`src/hw/rtl/sha1s_pkg.sv`:
```
`timescale 1ns / 1ps
`default_nettype none
// ----------------------------------------------------------------------------
// SHA-1 stream hasher package
// Shared word types, hash constants and sizing for the hasher modules.
// ----------------------------------------------------------------------------
package sha1s_pkg;

  typedef logic [31:0] word_t;
  typedef word_t [4:0] state_words_t;

  // Control from the sequencer to the message schedule window
  typedef struct packed {
    logic load;    // shift a freshly packed message word in
    logic expand;  // advance one round, appending an expanded word
  } sched_ctl_t;

  localparam word_t K_ROUND_0 = 32'h5A827999;
  localparam word_t K_ROUND_1 = 32'h6ED9EBA1;
  localparam word_t K_ROUND_2 = 32'h8F1BBCDC;
  localparam word_t K_ROUND_3 = 32'hCA62C1D6;

  localparam state_words_t H_INIT = '{
    32'hC3D2E1F0, 32'h10325476, 32'h98BADCFE, 32'hEFCDAB89, 32'h67452301
  };

  localparam logic [7:0] PAD_MARKER = 8'h80;
  localparam logic [5:0] BLOCK_LAST = 6'd63;
  localparam logic [5:0] LEN_POS    = 6'd56;
  localparam logic [6:0] ROUND_LAST = 7'd79;

  function automatic word_t rotl(input word_t x, input int unsigned s);
    rotl = (x << s) | (x >> (32 - s));
  endfunction

endpackage
`default_nettype wire

```
`src/hw/rtl/sha1_stream_hasher.sv`:
```
`timescale 1ns / 1ps
`default_nettype none
// ----------------------------------------------------------------------------
// SHA-1 stream hasher
// Byte-serial SHA-1 with a single shared round unit under a small sequencer.
// ----------------------------------------------------------------------------
// Usage:
//   Input requests carry one message byte (data_byte, qualified by has_byte)
//   and an is_last flag that closes the message. in_ready is high only while
//   the sequencer is idle. A byte that does not complete a 64-byte block
//   leaves the sequencer idle. The 64th byte of a block starts the
//   compression: the round unit runs all 80 rounds, one round a cycle,
//   then the chaining add follows in S_FINAL. A last request adds padding
//   one byte a cycle through the same path, one or two compressions, and
//   a load of the digest register in S_DONE, which waits while the
//   receiver stalls with the previous digest still unread.
//   The digest sits in an output register: while the receiver stalls
//   the next message is taken, and only a further digest waits for it.
//   Reset (rst, synchronous) loads the initial chaining values, clears the
//   byte and bit counts and drops out_valid; buffer contents are not cleared.
// ----------------------------------------------------------------------------
module sha1_stream_hasher (
  input  wire        clk,
  input  wire        rst,
  input  wire        in_valid,
  output logic       in_ready,
  input  wire [7:0]  data_byte,
  input  wire        has_byte,
  input  wire        is_last,
  output logic       out_valid,
  input  wire        out_ready,
  output logic [63:0] digest_high,
  output logic [63:0] digest_middle,
  output logic [31:0] digest_low
);
  import sha1s_pkg::*;

  typedef enum logic [2:0] {
    S_IDLE,
    S_PAD,
    S_COMP,
    S_FINAL,
    S_DONE
  } state_t;

  state_t       state;
  state_words_t chain;
  state_words_t work;
  state_words_t work_next;
  logic [5:0]   fill;
  logic [23:0]  acc;
  logic [63:0]  msg_bits;
  logic [6:0]   round;
  logic         pad_mode;
  logic         marker_sent;
  logic         len_ok;

  logic         push_en;
  logic [7:0]   push_val;
  logic [7:0]   len_byte;
  logic         block_full;
  sched_ctl_t   sched_ctl;
  word_t        w_cur;

  assign in_ready = (state == S_IDLE);

  // Length bytes, most significant first, at positions 56 to 63
  assign len_byte = msg_bits[{~fill[2:0], 3'b000} +: 8];

  // Byte source: message bytes when idle, padding bytes while padding
  always_comb begin
    push_en  = 1'b0;
    push_val = data_byte;
    if (state == S_IDLE && in_valid && has_byte) begin
      push_en = 1'b1;
    end else if (state == S_PAD) begin
      push_en = 1'b1;
      if (!marker_sent) begin
        push_val = PAD_MARKER;
      end else if (len_ok && fill >= LEN_POS) begin
        push_val = len_byte;
      end else begin
        push_val = 8'h00;
      end
    end
  end

  assign block_full       = push_en && (fill == BLOCK_LAST);
  assign sched_ctl.load   = push_en && (fill[1:0] == 2'b11);
  assign sched_ctl.expand = (state == S_COMP);

  sha1s_sched u_sched (
    .clk     (clk),
    .ctl     (sched_ctl),
    .word_in ({acc, push_val}),
    .w_cur   (w_cur)
  );

  sha1s_round u_round (
    .work_in  (work),
    .w_cur    (w_cur),
    .round    (round),
    .work_out (work_next)
  );

  // Sequencer, counters, chaining words and output register
  always_ff @(posedge clk) begin
    if (rst) begin
      state       <= S_IDLE;
      chain       <= H_INIT;
      fill        <= '0;
      msg_bits    <= '0;
      round       <= '0;
      pad_mode    <= 1'b0;
      marker_sent <= 1'b0;
      len_ok      <= 1'b0;
      out_valid   <= 1'b0;
    end else begin
      // S_DONE reloads the output register itself
      if (out_valid && out_ready && state != S_DONE) begin
        out_valid <= 1'b0;
      end

      // Byte packing into words; count wraps at the block end
      if (push_en) begin
        acc  <= {acc[15:0], push_val};
        fill <= fill + 6'd1;
      end

      case (state)
        S_IDLE: begin
          if (in_valid) begin
            pad_mode <= is_last;
            if (has_byte) begin
              msg_bits <= msg_bits + 64'd8;
            end
            if (block_full) begin
              work  <= chain;
              round <= '0;
              state <= S_COMP;
            end else if (is_last) begin
              state <= S_PAD;
            end
          end
        end

        S_PAD: begin
          if (!marker_sent) begin
            marker_sent <= 1'b1;
            // room for the length in this block
            if (fill < LEN_POS) begin
              len_ok <= 1'b1;
            end
          end
          if (block_full) begin
            work  <= chain;
            round <= '0;
            state <= S_COMP;
          end
        end

        S_COMP: begin
          work  <= work_next;
          round <= round + 7'd1;
          if (round == ROUND_LAST) begin
            state <= S_FINAL;
          end
        end

        S_FINAL: begin
          for (int i = 0; i < 5; i++) begin
            chain[i] <= chain[i] + work[i];
          end
          if (pad_mode && len_ok) begin
            state <= S_DONE;
          end else if (pad_mode) begin
            // marker block done; length goes in a block of its own
            len_ok <= 1'b1;
            state  <= S_PAD;
          end else begin
            state <= S_IDLE;
          end
        end

        S_DONE: begin
          if (!out_valid || out_ready) begin
            digest_high   <= {chain[0], chain[1]};
            digest_middle <= {chain[2], chain[3]};
            digest_low    <= chain[4];
            out_valid     <= 1'b1;
            chain         <= H_INIT;
            fill          <= '0;
            msg_bits      <= '0;
            pad_mode      <= 1'b0;
            marker_sent   <= 1'b0;
            len_ok        <= 1'b0;
            state         <= S_IDLE;
          end
        end

        default: begin
          state <= S_IDLE;
        end
      endcase
    end
  end

endmodule
`default_nettype wire

```
`src/hw/rtl/sha1s_sched.sv`:
```
`timescale 1ns / 1ps
`default_nettype none
// ----------------------------------------------------------------------------
// SHA-1 message schedule window
// Sixteen-word shift line; filled with block words, then expanded in place.
// ----------------------------------------------------------------------------
module sha1s_sched (
  input  wire                   clk,
  input  sha1s_pkg::sched_ctl_t ctl,
  input  sha1s_pkg::word_t      word_in,
  output sha1s_pkg::word_t      w_cur
);
  import sha1s_pkg::*;

  word_t win [16];
  word_t expanded;

  // w[t+16] = rotl1(w[t+13] ^ w[t+8] ^ w[t+2] ^ w[t])
  assign expanded = rotl(win[13] ^ win[8] ^ win[2] ^ win[0], 1);
  assign w_cur    = win[0];

  always_ff @(posedge clk) begin
    if (ctl.load || ctl.expand) begin
      for (int i = 0; i < 15; i++) begin
        win[i] <= win[i+1];
      end
      win[15] <= ctl.load ? word_in : expanded;
    end
  end

endmodule
`default_nettype wire

```
`src/hw/rtl/sha1s_round.sv`:
```
`timescale 1ns / 1ps
`default_nettype none
// ----------------------------------------------------------------------------
// SHA-1 round unit
// One compression round, reused for all eighty rounds of a block.
// ----------------------------------------------------------------------------
module sha1s_round (
  input  sha1s_pkg::state_words_t work_in,
  input  sha1s_pkg::word_t        w_cur,
  input  wire [6:0]               round,
  output sha1s_pkg::state_words_t work_out
);
  import sha1s_pkg::*;

  word_t a, b, c, d, e;
  word_t fn, kc;

  assign a = work_in[0];
  assign b = work_in[1];
  assign c = work_in[2];
  assign d = work_in[3];
  assign e = work_in[4];

  // Round function and constant by round group
  always_comb begin
    if (round < 7'd20) begin
      fn = (b & c) | (~b & d);
      kc = K_ROUND_0;
    end else if (round < 7'd40) begin
      fn = b ^ c ^ d;
      kc = K_ROUND_1;
    end else if (round < 7'd60) begin
      fn = (b & c) | (b & d) | (c & d);
      kc = K_ROUND_2;
    end else begin
      fn = b ^ c ^ d;
      kc = K_ROUND_3;
    end
  end

  assign work_out[0] = rotl(a, 5) + fn + e + kc + w_cur;
  assign work_out[1] = a;
  assign work_out[2] = rotl(b, 30);
  assign work_out[3] = c;
  assign work_out[4] = d;

endmodule
`default_nettype wire

```
`config.mk`:
```
export PLATFORM = sky130hd
export DESIGN_NAME = sha1_stream_hasher
export DESIGN_NICKNAME = d
export VERILOG_FILES = /design/src/hw/rtl/sha1s_pkg.sv /design/src/hw/rtl/sha1_stream_hasher.sv /design/src/hw/rtl/sha1s_sched.sv /design/src/hw/rtl/sha1s_round.sv
export SDC_FILE = /design/constraint.sdc
export NUM_CORES = 2
export LEC_CHECK = 0
export BUFFER_PORTS_ARGS = -buffer_cell sky130_fd_sc_hd__buf_4
export CAP_MARGIN = 20
export CORE_MARGIN = 2
export CORE_UTILIZATION = 62
export CTS_CLUSTER_SIZE = 24
export DETAILED_ROUTE_END_ITERATION = 10
export PLACE_DENSITY_LB_ADDON = 0.3
export SYNTH_ARGS = -nofsm -noshare
export SYNTH_HDL_FRONTEND = slang
export SYNTH_SLANG_ARGS = --single-unit
export TNS_END_PERCENT = 20
```
`constraint.sdc`:
```
create_clock -name clk -period 15.2 [get_ports clk]
set_input_delay 0.76 -clock clk [delete_from_list [all_inputs] [get_ports clk]]
set_output_delay 0.76 -clock clk [all_outputs]
set_load 0.02 [all_outputs]
```
== Word level (Yosys, flattened, before mapping) ==
Memories as Yosys holds them, arrays and structs flattened.
Cells that the tools add are included.
Storage, ports and cells
  register bits after elaboration: 588
  bits in writable memories: 512
  bits of input ports: 14
  output and inout port bits: 162
  word-level logic and storage cells: 155
  memories: 1
Memory list
  u_sched.win: words 16, width 32, read ports 16, clocked after memory_dff 0, wr ports 16, RTL line sha1s_sched.sv:15  | word_t win [16];
Cells by class
  $add $sub $neg: 12
  order comparisons: 5
  equality and inequality tests: 18
  shift operators: 1
  muxes and demuxes: 51
  bitwise gates (word level): 18
  reductions and logical operators: 27
Operator list (number)
  160-bit two-way mux: 3
  160-bit one-hot mux with 3 select lines: 1
  160-bit one-hot mux with 2 select lines: 1
  32-bit adder: 9
  32-bit two-way mux: 6
  64-bit two-way mux: 3
  32-bit bitwise XOR: 5
  32-bit bitwise AND: 4
  64-bit one-hot mux with 2 select lines: 1
  32-bit OR: 3
  64-bit by 4-bit adder with 64-bit output, second input constant: 1
  64-bit by 7-bit indexed part select with 8-bit output: 1
  8-bit two-way mux: 4
  32-bit NOT: 1
  32-bit by 1-bit OR with 32-bit output: 1
  32-bit by 30-bit OR with 32-bit output: 1
  32-bit by 5-bit OR with 32-bit output: 1
  31-bit two-way mux: 1
  3-bit two-way mux: 7
  7-bit one-hot mux with 3 select lines: 1
  6-bit two-way mux: 3
  3-bit one-hot mux with 5 select lines: 1
  7-bit by 6-bit less-than comparator with 1-bit output, second input constant: 2
  1-bit two-way mux: 14
  other kinds (31): 57

== Depth between registers and ports, before layout ==
  depth in word-level cells: 11
  gate-level depth with buffers: 24
  mapped depth without buffers: 22

== Modules after synthesis ==
A second synthesis with hierarchy kept.
Second synthesis, totals
  cell total of the unflattened synthesis: 4133
  area total of the unflattened synthesis: 52605.5 um2
By module, submodules not included
  sha1_stream_hasher: instances 1, cells each 2658, area each 29274.3 um2, sequential area each 15154.5 um2
  sha1s_sched: instances 1, cells each 712, area each 16844.9 um2, sequential area each 15374.7 um2
  sha1s_round: instances 1, cells each 763, area each 6486.2 um2, sequential area each 0.0 um2

== Least setup slack after synthesis ==
Ideal clock, no wire load.
  kind: input to register
  start: input port has_byte
  end: memory u_sched.win[0][0] (netlist name) (enable)
  library setup time: 3.632 ns
  data arrival time: 10.062 ns
  data required time: 11.568 ns
  setup slack: 1.506 ns
  cell stages on the path: 6
  path buffers: 2
  cells stage by stage: a21oi_1 -> nor3_1 -> nand2_1 -> clkbuf_1 -> clkbuf_1 -> nand2_1
RTL lines
  from (decl): RTL line sha1_stream_hasher.sv:28  | input wire has_byte,
  to (decl): RTL line sha1s_sched.sv:15

== Worst setup path in the final report ==
  start: register round[4]
  end: register work[31] (netlist name), data pin
On the way
  cells in the longest elaborated chain, start to end: 9
  elaborated cells between the ends (all ways): 14
  those cells by class: add/sub (4); order compare (3); mux (7)
Ends and longest elaborated chain
  from (decl): RTL line sha1_stream_hasher.sv:53  | logic [6:0] round;
  from (signal assigned): RTL line sha1_stream_hasher.sv:164  | round <= round + 7'd1;
  7-bit by 6-bit less-than comparator with 1-bit output: RTL line sha1s_round.sv:32  | end else if (round < 7'd60) begin
  32-bit two-way mux: RTL line sha1s_round.sv:32
  32-bit two-way mux: RTL line sha1s_round.sv:29  | end else if (round < 7'd40) begin
  32-bit two-way mux: RTL line sha1s_round.sv:26  | if (round < 7'd20) begin
  32-bit adder (2 in series): RTL line sha1s_round.sv:41  | assign work_out[0] = rotl(a, 5) + fn + e + kc + w_cur;
  32-bit adder * (2 in series): RTL line sha1s_round.sv:41
  160-bit one-hot mux with 3 select lines *: RTL line sha1_stream_hasher.sv:130  | case (state)
  to (signal assigned): RTL line sha1_stream_hasher.sv:138  | work <= chain;
  to (signal assigned): RTL line sha1_stream_hasher.sv:156  | work <= chain;
  to (signal assigned): RTL line sha1_stream_hasher.sv:163  | work <= work_next;
  to (decl): RTL line sha1_stream_hasher.sv:48  | state_words_t work;
Mark *: on every way between the ends. The rest lies on a longest branch, timed or not.
A chain may end at the register's enable or synchronous reset.

==> impl_results.rst <==
.. list-table::
   :header-rows: 1

   * - Metric
     - Value
   * - Run status
     - finished clean
   * - Top cell family by delay on the critical path
     - adder cells
   * - Final weighted congestion in routability-driven placement
     - 0.9653
   * - Worst Path Arrival
     - 7770 ps
   * - Most common cell in the synthesized netlist
     - sky130_fd_sc_hd__edfxtp_1
   * - Synthesized area per cell
     - 12.12 µm²
   * - Chip Width
     - 291.1 µm
   * - PostCTS Resize Cnt
     - 0
   * - Commonest cells post-synth
     - sky130_fd_sc_hd__edfxtp_1, sky130_fd_sc_hd__nand2_1, sky130_fd_sc_hd__nor2_1, sky130_fd_sc_hd__a21oi_1, sky130_fd_sc_hd__inv_1
   * - RSZ-0062 raised after global routing
     - no
   * - Hold Fails Final Rpt
     - 0
   * - Clk sinks
     - 1097
   * - Maxcap violations
     - 0
   * - Max-slew headroom
     - between 20% and 30%
   * - Delay of the slowest critical-path stage
     - 800 ps
   * - Post-synthesis to final-layout area growth
     - 12.21%
   * - Kind of end point of the critical path
     - flip-flop
   * - Chain of cells forming the critical path
     - a41oi_2 > nand2_1 > inv_1 > buf_4 > nor2_2 > buf_4 > inv_1 > fa_1 > inv_1 > fa_1 > inv_1 > fa_1 > inv_1 > ha_1 > inv_1 > o221ai_1 > a21oi_1 > nor2b_1 > o22ai_1 > o21ai_0 > or4_1 > a31oi_1 > xnor2_1 > o21ai_0
   * - Hold Crit Class
     - primary input to flip-flop
   * - First-pass GRT wire length
     - 188000 µm
   * - Number of nets in the final layout
     - 4736
   * - Std-Cell Rows
     - ~110
   * - Final count of pins violating max slew
     - 0
   * - H-Tree Level Count
     - 3
   * - Register clock-pin slew on the reported worst setup and hold paths
     - 70 ps
   * - Category of the most critical setup path
     - flip-flop to flip-flop
   * - Cell type with the highest aggregate area in the netlist
     - sky130_fd_sc_hd__edfxtp_1
   * - Critical Path RT
     - 15590 ps
   * - Starting DRC count in detailed routing
     - 3368
   * - Setup TNS
     - 0 ps
   * - Total GRT Usage
     - 28.93%
   * - Number of warnings issued by yosys
     - 0
   * - Crit path max fanout
     - 23
   * - TritonCTS clock tree
     - done
   * - Highest-delay cell along the critical path
     - sky130_fd_sc_hd__nand2_1
   * - First-pass iteration count of the detailed router
     - 6
   * - Count of input and output buffers
     - approximately 180
   * - Async set-reset flop share out of synthesis
     - 0%
   * - Latest clock arrival within the worst-skew pair
     - 690 ps
   * - Largest net degree at the start of global routing
     - 204
   * - Number of distinct library cells after synthesis
     - 80
   * - Final setup viols
     - 0
   * - Transition time of the tightest slew-check pin
     - 1106 ps
   * - Number of non-filler instances in the completed layout
     - 5567
   * - Detail Placement HPWL
     - approximately 84000 µm
   * - Minimum period implied by the final worst setup slack
     - 7378 ps
   * - Vias in the first global route
     - 32555
   * - Total nets after synthesis
     - 4553
   * - DIE AREA
     - 84760 µm²
   * - Final ANT Viol Nets
     - 0
   * - Power Dens Cells
     - 105.8 nW/µm²
   * - Register bit total from synthesis
     - 1097
   * - Starting Density
     - 62.45%
   * - CTS root buf
     - sky130_fd_sc_hd__clkbuf_16
   * - # Post-CTS Setup Buffers
     - 0
   * - DR DRC count
     - 0
   * - Top cell type's share of synthesized area
     - 50.29%
   * - Synthesized instance count
     - 4218
   * - Seq/Total Area, Yosys
     - 59.73%
   * - Per-cell via count in the routed design
     - 6.050
   * - Static power due to leakage
     - ~0.022 µW
   * - Y dimension of the die
     - 291.1 µm
   * - Post-layout power
     - 6068 µW
   * - Num CTS Buffers
     - roughly 110
   * - Cell area after technology mapping
     - 51120 µm²
   * - Share of final-layout standard cells stronger than drive strength 1
     - 10.10%
   * - Buffers and inverters on the worst path
     - 8
   * - Worst IR Drop VDD
     - approximately 0.086 mV
   * - Crit start category
     - flip-flop
   * - Overflow after GRT
     - 0
   * - Tcrit/Tclk final
     - 48.54%
   * - Number of hold-repair buffers added at the cts stage
     - 0
   * - Deepest clock path buffer count
     - 3
   * - Worst hold slack
     - 400.7 ps
   * - Fillers
     - 5563
   * - Vias after detailed routing
     - about 34000
   * - Wire length reported by the detailed router
     - 123400 µm
   * - Final clock skew
     - 64.38 ps
   * - Most common cell on crit path
     - sky130_fd_sc_hd__inv_1
   * - Area contributors post-synth
     - sky130_fd_sc_hd__edfxtp_1, sky130_fd_sc_hd__dfxtp_1, sky130_fd_sc_hd__ha_1, sky130_fd_sc_hd__fa_1, sky130_fd_sc_hd__nand2_1
   * - Placeable core region
     - roughly 80000 µm²
   * - Mean routed wirelength per cell
     - 22.17 µm
   * - IO Pins
     - approximately 180
   * - Inst Count DP
     - 5360
   * - Initial antenna violation count
     - 1
   * - Number of enable-type register cells in the synthesized netlist
     - 856
   * - Main flop type after synthesis
     - sky130_fd_sc_hd__edfxtp_1
   * - Maximum clock rate
     - 135.5 MHz
[per-layer routing]
metal  global-route usage, %  wire, µm  vias up  part of all wire [%]
met2                   45.16     56490     1420                    46
met4                   13.60      5934        2                   4.8
li1                        -         -    15513                     -
met3                   3.902      9612      272                   7.8
met1                   40.64     51360    16475                    42
met5                       0        18        -                 0.015
[tightest hold or removal path: stages]
cell and delay (ps):
sky130_fd_sc_hd__buf_4 80, sky130_fd_sc_hd__nand2b_1 120, sky130_fd_sc_hd__a21oi_1 70
[where the power goes]
group	switching [µW]	total, µW	leakage (µW)	internal (µW)
clock network	1170	2770	0.00179	1600
registers	9.39	3220	0.00961	3210
logic	51.4	77.1	0.0103	25.7
[layout by cell type, fill, tap and decap left out, types with 62 or more instances in the layout]
cell | Yosys | final
sky130_fd_sc_hd__a21oi_1 | 261 | 261
sky130_fd_sc_hd__xnor2_1 | 203 | 203
sky130_fd_sc_hd__xor2_1 | 112 | 112
sky130_fd_sc_hd__edfxtp_1 | 856 | 856
sky130_fd_sc_hd__o21ai_0 | 224 | 224
sky130_fd_sc_hd__nor2_1 | 291 | 283
sky130_fd_sc_hd__nand2_1 | 504 | 501
sky130_fd_sc_hd__a21o_1 | 80 | 80
sky130_fd_sc_hd__inv_1 | 250 | 250
sky130_fd_sc_hd__nand2b_1 | 64 | 62
sky130_fd_sc_hd__dfxtp_1 | 241 | 241
sky130_fd_sc_hd__ha_1 | 204 | 204
sky130_fd_sc_hd__fa_1 | 117 | 117
sky130_fd_sc_hd__nand3_1 | 85 | 85
sky130_fd_sc_hd__buf_4 | 0 | 204
sky130_fd_sc_hd__clkbuf_16 | 0 | 109
[state kept, by name, summed over array words and instances (netlist names)]
register,flops
acc,24
chain,160
digest_high,64
digest_low,32
digest_middle,64
fill,6
len_ok,1
marker_sent,1
msg_bits,61
out_valid,1
pad_mode,1
round,7
state,3
u_sched.win,512
work,160
[cell type report]
cell class / instances / area, µm² / share of cell area (%)
Clock inverter: 60 / 715.7 / 1.248
Antenna cell: 1 / 2.502 / 0.004363
Timing Repair Buffer: 208 / 1619 / 2.823
Inverter: 250 / 938.4 / 1.636
Multi-Input combinational cell: 2736 / 19210 / 33.49
Tap cell: 1070 / 1339 / 2.334
Clock buffer: 145 / 3003 / 5.235
Sequential cell: 1097 / 30530 / 53.23
[final timing paths]
| kind | start | to | slack, ps | cells past startpoint |
|---|---|---|---|---|
| setup / recovery | round[4] | work[31] | 7820 | 24 |
| hold / removal | out_ready | out_valid | 400 | 3 |
| setup reg to reg | round[4] | work[31] | 7820 | 24 |
| hold reg to reg | u_sched.win[0][126] | u_sched.win[0][94] | 410 | 0 |
[kinds of logic after synthesis]
kind of cell               synth area share, %
DFF                                      59.73
muxes                                    1.672
adders and majority gates                9.576
and+or+nand+nor                          10.22
AOI/OAI and AO/OA                        10.58
buffers and inverters                    2.830
xor gates and xnor gates                 5.397
[stage by stage]
step / cell area (µm²) / util, % / setup slack, ps
after floorplan: 51120 / - / 1506
after global placement: 53610 / 65.50 / 7991
after detailed placement: 53610 / 65.50 / 7784
after CTS: 57330 / 70.04 / 7779
after global routing: 57350 / 70.07 / 7343
final: 57360 / 70.08 / 7822
(Power assumes the default switching activity.)
